## config.mk

```make
export PLATFORM = sky130hd
export DESIGN_NAME = timed_claw_motor_sequencer_top
export DESIGN_NICKNAME = d
export VERILOG_FILES = /design/src/tcms_pkg.sv /design/src/tcms_cfg_regs.sv /design/src/tcms_step.sv /design/src/tcms_core.sv /design/src/timed_claw_motor_sequencer_top.sv
export VERILOG_INCLUDE_DIRS = /design/src /design/src/src
export SDC_FILE = /design/constraint.sdc
export NUM_CORES = 1
export LEC_CHECK = 0
export BUFFER_PORTS_ARGS = -buffer_cell sky130_fd_sc_hd__buf_2
export CAP_MARGIN = 20
export CORE_MARGIN = 5
export CORE_UTILIZATION = 59
export CTS_CLUSTER_DIAMETER = 100
export DETAILED_ROUTE_END_ITERATION = 8
export GPL_ROUTABILITY_DRIVEN = 0
export GPL_TIMING_DRIVEN = 0
export PLACE_DENSITY = 0.8
export SLEW_MARGIN = 20
export SYNTH_ARGS = -nofsm -noshare
export SYNTH_HDL_FRONTEND = slang
export SYNTH_SLANG_ARGS = --single-unit
```

## constraint.sdc

```tcl
create_clock -name i_clk -period 3.8 [get_ports i_clk]
set_input_delay 0.38 -clock i_clk [delete_from_list [all_inputs] [get_ports i_clk]]
set_output_delay 0.38 -clock i_clk [all_outputs]
set_load 0.01 [all_outputs]
```

## src/timed_claw_motor_sequencer_top_defines.svh

```systemverilog
// Assertion macros for the timed claw motor sequencer.
// Used by the modules in src that carry concurrent assertions.
`ifndef TIMED_CLAW_MOTOR_SEQUENCER_TOP_DEFINES_SVH
`define TIMED_CLAW_MOTOR_SEQUENCER_TOP_DEFINES_SVH

`ifndef NO_ASSERTIONS

// Same-cycle implication, checked out of reset
`define TCMS_ASSERT_NOW(label, clk, rst_n, ante, cons) \
    label: assert property (@(posedge clk) disable iff (!(rst_n)) (ante) |-> (cons)) \
        else $error("tcms assertion failed");

// Next-cycle implication, checked out of reset
`define TCMS_ASSERT_NEXT(label, clk, rst_n, ante, cons) \
    label: assert property (@(posedge clk) disable iff (!(rst_n)) (ante) |=> (cons)) \
        else $error("tcms assertion failed");

`else

`define TCMS_ASSERT_NOW(label, clk, rst_n, ante, cons)
`define TCMS_ASSERT_NEXT(label, clk, rst_n, ante, cons)

`endif

`endif

```

## src/tcms_pkg.sv

```systemverilog
// Shared types and codes for the timed claw motor sequencer.
// No dependencies; imported by every module in src.
package tcms_pkg;

    // Configuration port
    localparam int CFG_IDX_W = 2;
    localparam int DUR_W     = 16;

    localparam logic [CFG_IDX_W-1:0] CFG_OPEN_DURATION  = 2'd0;
    localparam logic [CFG_IDX_W-1:0] CFG_CLOSE_DURATION = 2'd1;

    // Item function codes
    typedef enum logic [1:0] {
        FUNC_TICK    = 2'd0,
        FUNC_OPEN    = 2'd1,
        FUNC_CLOSE   = 2'd2,
        FUNC_DISABLE = 2'd3
    } t_func;

    // Error codes
    typedef enum logic [1:0] {
        ERR_NONE    = 2'd0,
        ERR_KILL    = 2'd1,
        ERR_INVALID = 2'd2
    } t_err;

    // Claw position codes
    typedef enum logic [2:0] {
        POS_ERROR    = 3'd0,
        POS_DISARMED = 3'd1,
        POS_UNKNOWN  = 3'd2,
        POS_OPENED   = 3'd3,
        POS_CLOSED   = 3'd4,
        POS_OPENING  = 3'd5,
        POS_CLOSING  = 3'd6
    } t_pos;

    // Input word
    typedef struct packed {
        logic [1:0] func;
        logic       kill_asserted;
    } t_in_word;

    // Result word
    typedef struct packed {
        logic       ok;
        logic [1:0] error_code;
        logic [2:0] position_report;
        logic       busy_res;
        logic       motor_enable;
        logic       motor_forward;
    } t_out_word;

    // Configured durations
    typedef struct packed {
        logic [DUR_W-1:0] open_ms;
        logic [DUR_W-1:0] close_ms;
    } t_cfg;

    // Sequencer state
    typedef struct packed {
        t_pos             pos;
        logic [DUR_W-1:0] remaining_ms;
    } t_claw_state;

endpackage

```

## src/tcms_cfg_regs.sv

```systemverilog
// Duration configuration registers of the claw sequencer.
// Depends on tcms_pkg.
module tcms_cfg_regs import tcms_pkg::*; (
    input  logic                 i_clk,
    input  logic                 i_rst_n,
    input  logic                 i_cfg_valid,
    output logic                 o_cfg_ready,
    input  logic [CFG_IDX_W-1:0] i_cfg_index,
    input  logic [DUR_W-1:0]     i_cfg_data,
    output t_cfg                 o_cfg
);

    t_cfg r_cfg;

    // Writes are always taken
    assign o_cfg_ready = 1'b1;
    assign o_cfg       = r_cfg;

    // Register file; unknown indexes are dropped
    always_ff @(posedge i_clk) begin
        if (!i_rst_n) begin
            r_cfg <= '0;
        end else if (i_cfg_valid) begin
            case (i_cfg_index)
                CFG_OPEN_DURATION:  r_cfg.open_ms  <= i_cfg_data;
                CFG_CLOSE_DURATION: r_cfg.close_ms <= i_cfg_data;
                default:            r_cfg          <= r_cfg;
            endcase
        end
    end

endmodule

```

## src/tcms_step.sv

```systemverilog
// Next-state and result logic for one sequencer word.
// Depends on tcms_pkg; purely combinational.
module tcms_step import tcms_pkg::*; (
    input  t_in_word    i_word,
    input  t_claw_state i_state,
    input  t_cfg        i_cfg,
    output t_claw_state o_state,
    output t_out_word   o_result
);

    always_comb begin
        logic             unset;
        logic             opening;
        logic             moving_now;
        logic [DUR_W-1:0] rem_dec;
        t_pos             here;
        t_pos             there;
        t_pos             goal;
        t_pos             from;
        t_err             err;
        t_claw_state      nxt;

        unset      = (i_cfg.open_ms == '0) || (i_cfg.close_ms == '0);
        here       = unset ? POS_ERROR : i_state.pos;
        moving_now = (i_state.pos == POS_OPENING) || (i_state.pos == POS_CLOSING);
        rem_dec    = (i_state.remaining_ms != '0) ? (i_state.remaining_ms - DUR_W'(1)) : '0;
        opening    = (t_func'(i_word.func) == FUNC_OPEN);
        there      = opening ? POS_OPENED  : POS_CLOSED;
        goal       = opening ? POS_OPENING : POS_CLOSING;
        from       = opening ? POS_CLOSED  : POS_OPENED;
        err        = ERR_NONE;
        nxt        = i_state;

        case (t_func'(i_word.func))
            FUNC_TICK: begin
                // Count down; finish the move when the count hits zero
                if (moving_now) begin
                    nxt.remaining_ms = rem_dec;
                    if (rem_dec == '0) begin
                        nxt.pos = (i_state.pos == POS_OPENING) ? POS_OPENED : POS_CLOSED;
                    end
                end
            end
            FUNC_OPEN, FUNC_CLOSE: begin
                if (i_word.kill_asserted) begin
                    err = ERR_KILL;
                end else if (here == there || here == goal) begin
                    err = ERR_NONE;
                end else if (here != POS_UNKNOWN && here != from) begin
                    err = ERR_INVALID;
                end else begin
                    nxt.pos          = goal;
                    nxt.remaining_ms = opening ? i_cfg.open_ms : i_cfg.close_ms;
                end
            end
            default: begin
                // Safety disable: abort any move
                if (moving_now) begin
                    nxt.pos          = POS_UNKNOWN;
                    nxt.remaining_ms = '0;
                end
            end
        endcase

        o_state                  = nxt;
        o_result.ok              = (err == ERR_NONE);
        o_result.error_code      = err;
        o_result.position_report = unset ? POS_ERROR : nxt.pos;
        o_result.busy_res        = (nxt.pos == POS_OPENING) || (nxt.pos == POS_CLOSING);
        o_result.motor_enable    = (nxt.pos == POS_OPENING) || (nxt.pos == POS_CLOSING);
        o_result.motor_forward   = (nxt.pos == POS_OPENING);
    end

endmodule

```

## src/tcms_core.sv

```systemverilog
// Input register, claw state and result register of the sequencer.
// Depends on tcms_pkg, tcms_step and the assertion macro header.
`include "timed_claw_motor_sequencer_top_defines.svh"

module tcms_core import tcms_pkg::*; (
    input  logic      i_clk,
    input  logic      i_rst_n,
    input  t_cfg      i_cfg,
    input  logic      i_in_valid,
    output logic      o_in_stall,
    input  t_in_word  i_in_word,
    output logic      o_out_valid,
    input  logic      i_out_stall,
    output t_out_word o_out_word
);

    logic        r_in_valid;
    t_in_word    r_in_word;
    t_claw_state r_state;
    t_claw_state n_state;
    logic        r_out_valid;
    t_out_word   r_out_word;
    t_out_word   n_out_word;
    logic        out_free;
    logic        fire;

    // Handshake: the word in the input register moves on when the result slot frees
    assign out_free   = !r_out_valid || !i_out_stall;
    assign fire       = r_in_valid && out_free;
    assign o_in_stall = r_in_valid && !out_free;

    assign o_out_valid = r_out_valid;
    assign o_out_word  = r_out_word;

    tcms_step u_step (
        .i_word   (r_in_word),
        .i_state  (r_state),
        .i_cfg    (i_cfg),
        .o_state  (n_state),
        .o_result (n_out_word)
    );

    // Input register
    always_ff @(posedge i_clk) begin
        if (!i_rst_n) begin
            r_in_valid <= 1'b0;
        end else if (!o_in_stall) begin
            r_in_valid <= i_in_valid;
        end
        if (!o_in_stall && i_in_valid) begin
            r_in_word <= i_in_word;
        end
    end

    // Claw state, updated once per processed word
    always_ff @(posedge i_clk) begin
        if (!i_rst_n) begin
            r_state.pos          <= POS_UNKNOWN;
            r_state.remaining_ms <= '0;
        end else if (fire) begin
            r_state <= n_state;
        end
    end

    // Result register
    always_ff @(posedge i_clk) begin
        if (!i_rst_n) begin
            r_out_valid <= 1'b0;
        end else if (fire) begin
            r_out_valid <= 1'b1;
        end else if (!i_out_stall) begin
            r_out_valid <= 1'b0;
        end
        if (fire) begin
            r_out_word <= n_out_word;
        end
    end

    `TCMS_ASSERT_NOW(a_pos_reachable, i_clk, i_rst_n, 1'b1, (r_state.pos != POS_ERROR && r_state.pos != POS_DISARMED))
    `TCMS_ASSERT_NEXT(a_fire_gives_result, i_clk, i_rst_n, fire, r_out_valid)
    `TCMS_ASSERT_NEXT(a_state_holds_idle, i_clk, i_rst_n, !fire, $stable(r_state))
    `TCMS_ASSERT_NOW(a_ok_matches_err, i_clk, i_rst_n, r_out_valid, (r_out_word.ok == (r_out_word.error_code == ERR_NONE)))
    `TCMS_ASSERT_NOW(a_forward_needs_enable, i_clk, i_rst_n, (r_out_valid && r_out_word.motor_forward), r_out_word.motor_enable)

endmodule

```

## src/timed_claw_motor_sequencer_top.sv

```systemverilog
// Timed claw motor sequencer: an open-loop H-bridge claw controller. Each input word is a
// 1 ms tick or an open, close or safety-disable command plus the kill switch level, and
// yields one result word with status, reported position and the H-bridge drive levels.
// A word passes through the input register, then the result register, and one word is
// accepted every cycle unless the result register is stalled; the state update of the
// position and the 16-bit millisecond countdown sets that rate. Durations are written
// through the configuration port, which is always ready; a zero duration reports the
// error position and refuses open and close.
// Depends on tcms_pkg, tcms_cfg_regs and tcms_core.
module timed_claw_motor_sequencer_top import tcms_pkg::*; (
    input  logic                 i_clk,
    input  logic                 i_rst_n,
    input  logic                 i_cfg_valid,
    output logic                 o_cfg_ready,
    input  logic [CFG_IDX_W-1:0] i_cfg_index,
    input  logic [DUR_W-1:0]     i_cfg_data,
    input  logic                 i_in_valid,
    output logic                 o_in_stall,
    input  t_in_word             i_in_word,
    output logic                 o_out_valid,
    input  logic                 i_out_stall,
    output t_out_word            o_out_word
);

    t_cfg cfg;

    tcms_cfg_regs u_cfg_regs (
        .i_clk       (i_clk),
        .i_rst_n     (i_rst_n),
        .i_cfg_valid (i_cfg_valid),
        .o_cfg_ready (o_cfg_ready),
        .i_cfg_index (i_cfg_index),
        .i_cfg_data  (i_cfg_data),
        .o_cfg       (cfg)
    );

    tcms_core u_core (
        .i_clk       (i_clk),
        .i_rst_n     (i_rst_n),
        .i_cfg       (cfg),
        .i_in_valid  (i_in_valid),
        .o_in_stall  (o_in_stall),
        .i_in_word   (i_in_word),
        .o_out_valid (o_out_valid),
        .i_out_stall (i_out_stall),
        .o_out_word  (o_out_word)
    );

endmodule

```

# --- Word-level counts from Yosys, hierarchy flattened ---
# Cells that the tools add are included.
word_totals:
  reg_bits: 64
  out_inout_bits: 12
  word_cells: 75
classes:
  addsub: 1
  n_eq_ne: 16
  muxes: 20
  reduce_logical: 25
op_table:
  columns: ["operator", "n"]
  rows:
  - ["two-way mux 19 bit", 5]
  - ["zero test 16 bit", 3]
  - ["one-hot mux 19 bit (2 select lines)", 1]
  - ["two-way mux 16 bit", 2]
  - ["nonzero test 16 bit", 1]
  - ["subtractor 16 x 1 -> 16 bit, second input constant", 1]
  - ["two-way mux 3 bit", 5]
  - ["== test 3 bit, second input constant", 4]
  - ["two-way mux 2 bit", 5]
  - ["inequality test 2 bit, second input constant", 4]
  - ["== test 3 bit", 2]
  - ["zero test 2 bit", 3]
  - ["AND reduction 6 bit", 1]
  - ["logical OR 1 bit", 5]
  - ["== test 2 x 1 -> 1 bit, second input constant", 2]
  - ["logical AND 1 bit", 4]
  - ["zero test 1 bit", 4]
  - ["AND reduction 2 bit", 2]
  - ["inequality test 3 x 2 -> 1 bit, second input constant", 1]
  - ["inequality test 3 bit", 1]
  - ["== test 2 bit, second input constant", 1]
  - ["two-way mux 1 bit", 2]
  - ["inequality test 2 x 1 -> 1 bit, second input constant", 1]
  - ["nonzero test 2 bit", 1]
  - ["OR reduction 2 bit", 1]

# --- Longest topological paths before layout ---
# Gate-level depths: netlist of the first run.
logic_depth:
  depth_word: 11
  depth_mapped: 12
  depth_no_buf: 9

# --- Hierarchy ---
# Synthesis of the first run repeated with hierarchy kept, for this count alone.
unflattened:
  cells_unflattened: 498
  hier_area_um2: 4080.2
by_module_without_submodules:
  columns: ["mod", "n_inst", "cells_per_inst", "area_per_inst_um2", "seq_area_each_um2"]
  rows:
  - ["tcms_step", 1, 271, 1605.3, 0.0]
  - ["tcms_cfg_regs", 1, 125, 1255.0, 640.6]
  - ["tcms_core", 1, 102, 1219.9, 780.7]

# --- Worst setup path after synthesis of the first run ---
# No wires, ideal clock.
synth_timing:
  kind: "register -> register"
  start: "register u_core.r_state[0] (netlist bit)"
  end: "register u_core.r_out_word, in the netlist u_core.o_out_word[1] (data pin)"
  arrival_time_ns: 3.110
  slack_ns: 0.540
  stages_incl_launch_ff: 12
  path_buffers: 2
  period_less_slack_ns: 3.260
  path_cell_list: "dfxtp_1 > buf_6 > inv_1 > ha_1 > or3b_1 > buf_4 > nor4_2 > mux2_4 > or4_4 > o2111a_1 > a2111o_1 > nor3_2"
synth_rtl:
  columns: ["element", "line", "source"]
  rows:
  - ["from (decl)", "tcms_core.sv:19", "t_claw_state r_state;"]
  - ["from (signal assigned)", "tcms_core.sv:61", "r_state <= n_state;"]
  - ["to (signal assigned)", "tcms_core.sv:75", "r_out_word <= n_out_word;"]
  - ["to (decl)", "tcms_core.sv:22", "t_out_word r_out_word;"]

==> flow_summary.ini, run 1 <==
[sta]
drv_slew = 0
fin_crit_ns = 3.464
setup_viol = 0
skew_ns = 0.009537
relSlewSlack_pct = 42.85
hold_viol_final = 0
rsz0062_at_grt = no
tightest_slew_ns = 0.8572
min_period_over_period_pct = 91.16
max_freq_ghz = 0.2887
tns_ns = 0

[die]
die_y_um = 90.27
rows = 29
die_area_mm2 = 0.008148
dieWidth_um = 90.27
io_pins = 38
start_util_pct = 60.21
core_mm2 = 0.006314

[synth]
yosysTopAreaCell = dfxtp_1
yosysSeqAreaShare_pct = 36.60
synth_edf_count = 11
postSynthAreaPerCell_um2 = 8.619
synthTopCellsByArea = dfxtp_1, a21boi_0, edfxtp_1
ys_seq_elements = 64
synth_warnings = 0
async_flop_share_pct = 0
synth_nets = 472
syn_inst = 441
netlist.area_leader.share_pct = 27.91
netlist_area_mm2 = 0.003801
synth_cell_types = 72
synth_top_flop_cell = dfxtp_1

[finish]
drive_gt1_share_pct = 17.04
syn_to_final_growth_pct = 13.17
fillerInstances = 527
nNetsFinal = 519
multi_input_comb_area_mm2 = 0.002213
antenna_cells = 0
layout_commonest_cell = nand2_1
sequential_cell_area_mm2 = 0.001391
final_cell_mix = nand2_1, dfxtp_1, a21boi_0, buf_2, clkbuf_1

[clock_tree]
ctsHoldBuffers = 0
cts-buffers-inserted = 9
clk_latency_ns = 0.36
cts_tree = done
htreeDepth = 3
cts_buffer_depth = 2
numClockSinks = 64
ctsResizeCount = 0
clkSlewWorstSetupHoldPaths_ns = 0.07
root_buffer = clkbuf_8
cts_setup_buffers = 0

[place]
dp_hpwl_um = 7269
io_buffers = 36

[outcome]
status = finished clean

[drt]
drcViolationCount = 0
drt-pass1-iter-count = 5
drt-total-wl_um = 9628
vias = 3476
viasPerCell = 6.098
ant_nets = 0
drt-wirelength-per-cell_um = 16.89
drt_iter0_drc = 306

[worst_setup_path]
cp-end-kind = flip-flop
r2r_slack_ns = 0.34
slowest_stage = or4_4
criticalPathCategory = reg2reg
path_cells = buf_6, inv_1, ha_1, or3b_1, buf_4, nor4_2, mux2_4, or4_4, o2111a_1, a2111o_1, nor3_2
worstPathRequired_ns = 4.00
worstRegToRegCells = 11
timing.rr.end = u_core.o_out_word[1]
worstPathArrival_ns = 3.67
crit_fanout = 8
start_kind = flip-flop
crit_path_max_incr_delay_ns = 0.53
r2r_start = u_core.r_state[0]

[hold_path]
min_from = i_in_word[1]
worst_hold_path.endpoint = u_core.r_in_word[1]
hold_class = in2reg
whs_path_depth = 1

[global_route]
antenna_found_initial = 0
grt_pass1_wl_um = 15790
track_usage_pct = 23.65
grt_pass1_vias = 3320
grt_max_degree = 13
globalRoute.totalOverflow = 0

[power_and_ir_drop]
power.density_mw_per_mm2 = 373.4
ir_drop_v = 0.0003310
p_leak_uw = 0.001615
power.total_uw = 1606

[run]
drv_cap = 0
[state kept, by name, indices dropped and copies added, names as in the netlist]
register            flops
u_core.r_in_valid       1
u_core.o_out_valid      1
u_core.o_out_word       8
u_core.r_state         19
u_cfg_regs.o_cfg       32
u_core.r_in_word        3
[final cells by class]
type | count | share of cell area [%]
clock inverter | 3 | 1.513
clock buffer | 13 | 3.694
timing repair buffer | 36 | 4.188
inverter | 11 | 0.9599
sequential | 64 | 32.34
multi-input combinational | 337 | 51.45
buffer | 29 | 3.607
tap | 77 | 2.240
[power by group]
part | internal (uW) | switching (uW)
clock network | 405 | 266
registers | 713 | 17.0
logic | 85.5 | 120
total | 1200 | 403
[logic make-up (layout without fill, tap and decap cells)]
kind of cell	count (synthesis)	after routing	synth area share, %
simple gates	196	196	28.28
other cells	1	1	0.09865
compound gates	109	109	21.49
xor+xnor	8	8	1.843
flops	64	64	36.60
buf+inv	40	92	5.168
mux	18	18	4.871
fa+ha+maj	5	5	1.646
[how the worst max path moves through the flow]
stage | startpoint | endpoint | slack (ns) | depth (start not counted)
detailed placement | u_core.r_state[0] | u_core.o_out_word[1] | 0.35 | 11
finish | u_core.r_state[0] | u_core.o_out_word[1] | 0.34 | 11
floorplan | u_core.r_state[0] | u_core.o_out_word[1] | 0.54 | 11
global route | u_core.r_state[0] | u_core.o_out_word[0] | 0.20 | 11
global placement | u_core.r_state[0] | u_core.o_out_word[1] | 0.41 | 11
CTS | u_core.r_state[0] | u_core.o_out_word[1] | 0.33 | 11
[cell usage after synthesis, types with 4 or more instances]
cell      number
nand2b_1       4
inv_1         11
xor2_1         4
a21boi_0      49
dfxtp_1       53
nand3b_1      18
nand2_1       88
nor2b_1        8
mux2i_1       17
nor2_1        20
a21oi_1        7
nor3_1         6
o21ai_0        7
edfxtp_1      11
nand3_1        4
or3_1          4
nor4_1        10
ha_1           5
o22ai_1       15
xnor2_1        4
nand4_1        6
clkbuf_1      20
[routing by layer]
layer	vias up	GRT usage [%]	wire [um]	share of wire [%]
met3	29	5.250	595	6.2
met1	1631	30.40	4272	44
met2	132	36.95	4436	46
li1	1684	-	-	-
met4	0	12.53	325	3.4
met5	-	0	0	0
[per-stage QoR]
stage               area [um2]  setup WS (ns)  utilization (%)  hold slack [ns]  cells
floorplan                 3801         0.5399                -           0.4556    441
global route              4302         0.1984            68.13           0.1918    570
global placement          4078         0.4104            64.59           0.4684    554
detailed placement        4078         0.3519            64.59           0.4804    554
CTS                       4302         0.3341            68.13           0.1854    570
finish                    4302         0.3359            68.13           0.1925    570
[critical path, delay by kind of cell (launching register included)]
family | cells | cell delay, ns
AOI/OAI and AO/OA | 2 | 0.66
adders and majority gates | 1 | 0.21
and+or+nand+nor | 4 | 1.42
DFF | 1 | 0.31
muxes | 1 | 0.35
buffers and inverters | 3 | 0.36
Power figures use the tool's default switching activity.
==> inputs of run 2 (changes only) <==
--- a/config.mk
+++ b/config.mk
@@ -9,12 +9,13 @@
 export BUFFER_PORTS_ARGS = -buffer_cell sky130_fd_sc_hd__buf_2
 export CAP_MARGIN = 20
 export CORE_MARGIN = 5
-export CORE_UTILIZATION = 59
+export CORE_UTILIZATION = 61
+export CTS_BUF_LIST = sky130_fd_sc_hd__clkbuf_4
 export CTS_CLUSTER_DIAMETER = 100
 export DETAILED_ROUTE_END_ITERATION = 8
 export GPL_ROUTABILITY_DRIVEN = 0
 export GPL_TIMING_DRIVEN = 0
-export PLACE_DENSITY = 0.8
+export PLACE_DENSITY = 0.82
 export SLEW_MARGIN = 20
 export SYNTH_ARGS = -nofsm -noshare
 export SYNTH_HDL_FRONTEND = slang
==> run 2 against run 1 <==
  * Sequential cell count unchanged
  * Core utilization rose by 2.1 points
  * Global-route usage is 1.5 points higher
  * Cell count shrank 0.35%
  * Largest cell class unchanged
==> flow_summary.ini, run 2 (synthesized netlist as in run 1, its figures left out) <==
[outcome]
status = finished clean

[worst_setup_path]
crit_path_max_incr_delay_ns = 0.53
slowest_stage = or4_4
criticalPathCategory = reg2reg
cp-end-kind = flip-flop
start_kind = flip-flop
timing.rr.end = u_core.o_out_word[1]
worstPathArrival_ns = 3.74
path_cells = buf_6, inv_1, ha_1, or3b_1, buf_4, nor4_2, mux2_4, or4_4, o2111a_1, a2111o_1, nor3_2
cp_top_family = simple AND/OR/NAND/NOR gates
path_buf_inv = 3
worstPathRequired_ns = 4.06
worstRegToRegCells = 11
r2r_start = u_core.r_state[0]
r2r_slack_ns = 0.32
crit_fanout = 8

[power_and_ir_drop]
switchingPower_uw = 385.9
clockPowerShare_pct = 32.3
p_leak_uw = 0.001571
ir_drop_v = 0.0003721
power.density_mw_per_mm2 = 327.6
p_comb_share_pct = 14.9
switching_share_pct = 28.01
power.total_uw = 1378
power.internal_uw = 991.8
seq_power_share_pct = 52.9

[sta]
tns_ns = 0
min_period_over_period_pct = 91.63
setup_viol = 0
drv_slew = 0
rsz0062_at_grt = no
tightest_slew_ns = 0.8780
max_freq_ghz = 0.2872
skew_ns = 0.009726
hold_viol_final = 0
relSlewSlack_pct = 41.47
fin_crit_ns = 3.482

[hold_path]
hold_class = in2reg
whs_path_depth = 1
min_from = i_in_word[2]
worst_hold_path.endpoint = u_core.r_in_word[2]

[die]
rows = 28
dieWidth_um = 88.94
start_util_pct = 63.45
die_area_mm2 = 0.007910
die_y_um = 88.94
io_pins = 38
core_mm2 = 0.005991

[global_route]
antenna_found_initial = 0
track_usage_pct = 25.14
grt_pass1_vias = 3215
grt_max_degree = 13
globalRoute.totalOverflow = 0
grt_pass1_wl_um = 15490

[drt]
drt-total-wl_um = 9135
drt-pass1-iter-count = 5
vias = 3441
drt-wirelength-per-cell_um = 16.08
ant_nets = 0
drt_iter0_drc = 267
viasPerCell = 6.058
drcViolationCount = 0

[finish]
largest_reg_flops = 32
nNetsFinal = 519
multi_input_comb_area_mm2 = 0.002213
syn_to_final_growth_pct = 10.63
drive_gt1_share_pct = 17.24
final_cell_mix = nand2_1, dfxtp_1, a21boi_0, buf_2
sequential_cell_area_mm2 = 0.001391
layout_commonest_cell = nand2_1
antenna_cells = 0
fillerInstances = 504

[clock_tree]
ctsResizeCount = 0
numClockSinks = 64
cts_tree = done
clkSlewWorstSetupHoldPaths_ns = 0.10
clk_latency_ns = 0.41
cts-buffers-inserted = 9
htreeDepth = 3
ctsHoldBuffers = 0
root_buffer = clkbuf_4
cts_buffer_depth = 2
cts_setup_buffers = 0

[run]
drv_cap = 0

[place]
dp_hpwl_um = 6915
io_buffers = 36
## run 2: layout make-up
type	instances	share of cell area (%)
Buffer	29	3.689
Inverter	11	0.9819
Multi-Input combinational cell	337	52.63
Clock inverter	7	1.488
Sequential cell	64	33.09
Tap cell	75	2.231
Timing Repair Buffer	36	4.284
Clock buffer	9	1.607
## run 2: routing by layer
layer / track usage [%] / routed length (um) / up-vias / part of all wire [%]
li1: - / - / 1689 / -
met1: 35.27 / 4210 / 1590 / 46
met2: 38.26 / 4137 / 139 / 45
met3: 4.332 / 578 / 23 / 6.3
met4: 10.83 / 209 / 0 / 2.3
met5: 0 / 0 / - / 0
## run 2: stage by stage
step	util [%]	std cells	hold WS (ns)	cell area, um2	worst slack [ns]
after CTS	70.20	568	0.1194	4205	0.3120
after global routing	70.20	568	0.1176	4205	0.1413
after detailed placement	68.02	552	0.4759	4075	0.3571
final	70.20	568	0.1391	4205	0.3180
after global placement	68.02	552	0.4689	4075	0.4010
after floorplan	-	441	0.4556	3801	0.5399
## run 2: how the worst max path moves through the flow
| stage | cells after the start | endpoint | slack (ns) | from |
|---|---|---|---|---|
| global placement | 11 | u_core.o_out_word[1] | 0.40 | u_core.r_state[0] |
| global route | 11 | u_core.o_out_word[1] | 0.14 | u_core.r_state[0] |
| floorplan | 11 | u_core.o_out_word[1] | 0.54 | u_core.r_state[0] |
| finish | 11 | u_core.o_out_word[1] | 0.32 | u_core.r_state[0] |
| detailed placement | 11 | u_core.o_out_word[1] | 0.36 | u_core.r_state[0] |
| CTS | 11 | u_core.o_out_word[1] | 0.31 | u_core.r_state[0] |
## run 2: power by group through the flow
stage / logic, uW / clock network [uW] / registers (uW)
2_1_floorplan: 140 / 0 / 742
3_3_place_gp: 196 / 0 / 743
3_5_place_dp: 201 / 0 / 744
6_report: 205 / 444 / 729
4_1_cts: 202 / 450 / 728
5_1_grt: 224 / 485 / 732
==> inputs of run 3 (changes only) <==
--- a/config.mk
+++ b/config.mk
@@ -6,6 +6,7 @@
 export SDC_FILE = /design/constraint.sdc
 export NUM_CORES = 1
 export LEC_CHECK = 0
+export ABC_AREA = 1
 export BUFFER_PORTS_ARGS = -buffer_cell sky130_fd_sc_hd__buf_2
 export CAP_MARGIN = 20
 export CORE_MARGIN = 5
==> run 3 against run 2 <==
  * Routed wire length up 8.2%
  * Global-route usage up 1.7 points
  * Non-clock buffer count down 4
  * Register-to-register slack better by 0.88 ns
  * Clock-buffer cell count up 3
  * Core utilization up 0.39 points
  * Combinational power up 25%
  * Sequential power up 2%
  * Sequential share of layout area about the same
==> flow_summary.ini, run 3 <==
[synth]
netlist_area_mm2 = 0.003771
syn_inst = 578
async_flop_share_pct = 0
yosys-top-cells-count = nand2_1, nor2_1, o21ai_0
synth_mux_area_share_pct = 0
yosysMostFrequentCell = nand2_1
synth_warnings = 0
synthAdderAreaFrac_pct = 1.659
ys_seq_elements = 64
synth_compound_area_share_pct = 16.39
synth_top_flop_cell = dfxtp_1
yosysTopAreaCell = dfxtp_1
yosysSeqAreaShare_pct = 36.89
netlist.area_leader.share_pct = 28.14
synth_top_family_by_area = simple AND/OR/NAND/NOR gates
synth_edf_count = 11
synthSimpleGateAreaFrac_pct = 36.10
postSynthAreaPerCell_um2 = 6.524
synth_cell_types = 34
synth_nets = 609
synth-xor-area-share_pct = 0.2322
synthTopCellsByArea = dfxtp_1, nand2_1, nor2_1

[drt]
ant_nets = 0
drt-pass1-iter-count = 5
drt-wirelength-per-cell_um = 14.02
vias = 3984
drcViolationCount = 0
drt-total-wl_um = 9882
viasPerCell = 5.651
drt_iter0_drc = 352

[global_route]
grt_max_degree = 16
grt_pass1_vias = 3625
antenna_found_initial = 0
globalRoute.totalOverflow = 0
grt_pass1_wl_um = 16400
track_usage_pct = 26.88

[sta]
fin_crit_ns = 2.606
tightest_slew_ns = 0.7461
drv_slew = 0
relSlewSlack_pct = 50.26
setup_ws_ns = 1.194
rsz0062_at_grt = no
tns_ns = 0
hold_viol_final = 0
min_period_over_period_pct = 68.57
max_freq_ghz = 0.3838
setup_viol = 0
skew_ns = 0.01123

[hold_path]
whs_path_depth = 1
worst_hold_path.endpoint = u_core.r_in_word[0]
hold_class = in2reg
min_from = i_in_word[0]

[worst_setup_path]
crit_path_max_incr_delay_ns = 0.42
slowest_stage = edfxtp_1
criticalPathCategory = reg2reg
timing.rr.end = u_core.r_state[3]
cp-end-kind = flip-flop
worstPathArrival_ns = 2.94
crit_fanout = 10
r2r_slack_ns = 1.19
path_cells = inv_1, ha_1, buf_2, inv_1, clkbuf_1, o21ai_1, nand3_1, o21ai_1, a21oi_4, inv_2, buf_6, nand2_1, a21oi_1
worstRegToRegCells = 13
start_kind = flip-flop
r2r_start = u_core.r_in_word[2]
worstPathRequired_ns = 4.13
path_buf_inv = 6
cp_top_family = compound AO/OA/AOI/OAI gates

[die]
io_pins = 38
dieWidth_um = 88.63
core_mm2 = 0.005956
die_y_um = 88.63
rows = 28
die_area_mm2 = 0.007854
start_util_pct = 63.32

[clock_tree]
cts_buffer_depth = 2
ctsResizeCount = 0
clk_latency_ns = 0.42
clkSlewWorstSetupHoldPaths_ns = 0.11
root_buffer = clkbuf_4
numClockSinks = 64
ctsHoldBuffers = 0
htreeDepth = 3
cts_tree = done
cts-buffers-inserted = 9
cts_setup_buffers = 0

[finish]
largest_reg_flops = 32
fillerInstances = 549
drive_gt1_share_pct = 12.86
final_cell_mix = nand2_1, nor2_1, o21ai_0, dfxtp_1
syn_to_final_growth_pct = 11.48
nNetsFinal = 656
layout_commonest_cell = nand2_1
multi_input_comb_area_mm2 = 0.002054
sequential_cell_area_mm2 = 0.001391
antenna_cells = 0

[run]
drv_cap = 0

[power_and_ir_drop]
p_leak_uw = 0.001855
ir_drop_v = 0.0002887
power.density_mw_per_mm2 = 362.4

[outcome]
status = finished clean

[place]
place_ws_ns = 1.306
io_buffers = 36
dp_hpwl_um = 7533
## run 3: final cells by class
class | count | area share, %
Multi-Input combinational cell | 438 | 48.87
Sequential cell | 64 | 33.10
Inverter | 51 | 4.554
Timing Repair Buffer | 36 | 4.286
Buffer | 25 | 3.185
Tap cell | 75 | 2.232
Clock buffer | 12 | 2.143
Clock inverter | 4 | 1.637
## run 3: metal layers
layer,global-route usage [%],part of all wire [%]
met4,13.60,3.9
met5,0,0
met1,33.76,43
met2,43.99,47
met3,5.028,6.7
## run 3: how the worst max path moves through the flow
stage	slack [ns]	to	from	depth (start not counted)
3_3_place_gp	1.38	u_core.o_out_word[1]	u_core.r_state[0]	15
5_1_grt	0.97	u_core.r_state[3]	u_core.r_in_word[2]	13
3_5_place_dp	1.31	u_core.r_state[3]	u_core.r_in_word[2]	13
4_1_cts	1.24	u_core.r_state[3]	u_core.r_in_word[2]	13
2_1_floorplan	1.76	u_core.o_out_word[1]	u_core.r_state[0]	15
6_report	1.19	u_core.r_state[3]	u_core.r_in_word[2]	13
## run 3: cells by family (layout without fill, tap and decap cells)
family,after synthesis,in the layout
adder cells (fa/ha/maj),5,5
flip-flops,64,64
buffers and inverters,76,128
AND/OR/NAND/NOR,314,314
AO/OA/AOI/OAI,117,117
other,1,1
XOR/XNOR,1,1
## run 3: metrics by stage
| stage | hold WS (ns) | total power (uW) | std cells | instance area, um2 | util [%] |
|---|---|---|---|---|---|
| 2_1_floorplan | 0.4389 | 932.0 | 578 | 3771 | - |
| 3_3_place_gp | 0.4509 | 998.8 | 689 | 4045 | 67.92 |
| 3_5_place_dp | 0.4662 | 1009 | 689 | 4045 | 67.92 |
| 4_1_cts | 0.1038 | 1527 | 705 | 4204 | 70.59 |
| 5_1_grt | 0.1055 | 1599 | 705 | 4204 | 70.59 |
| 6_report | 0.1275 | 1524 | 705 | 4204 | 70.59 |
## run 3: where the power goes
group / switching (uW) / leakage [uW] / internal [uW] / total (uW)
sequential: 19.0 / 0.000539 / 722 / 741
clock: 240 / 0.0000890 / 287 / 526
combinational: 172 / 0.00123 / 84.3 / 256
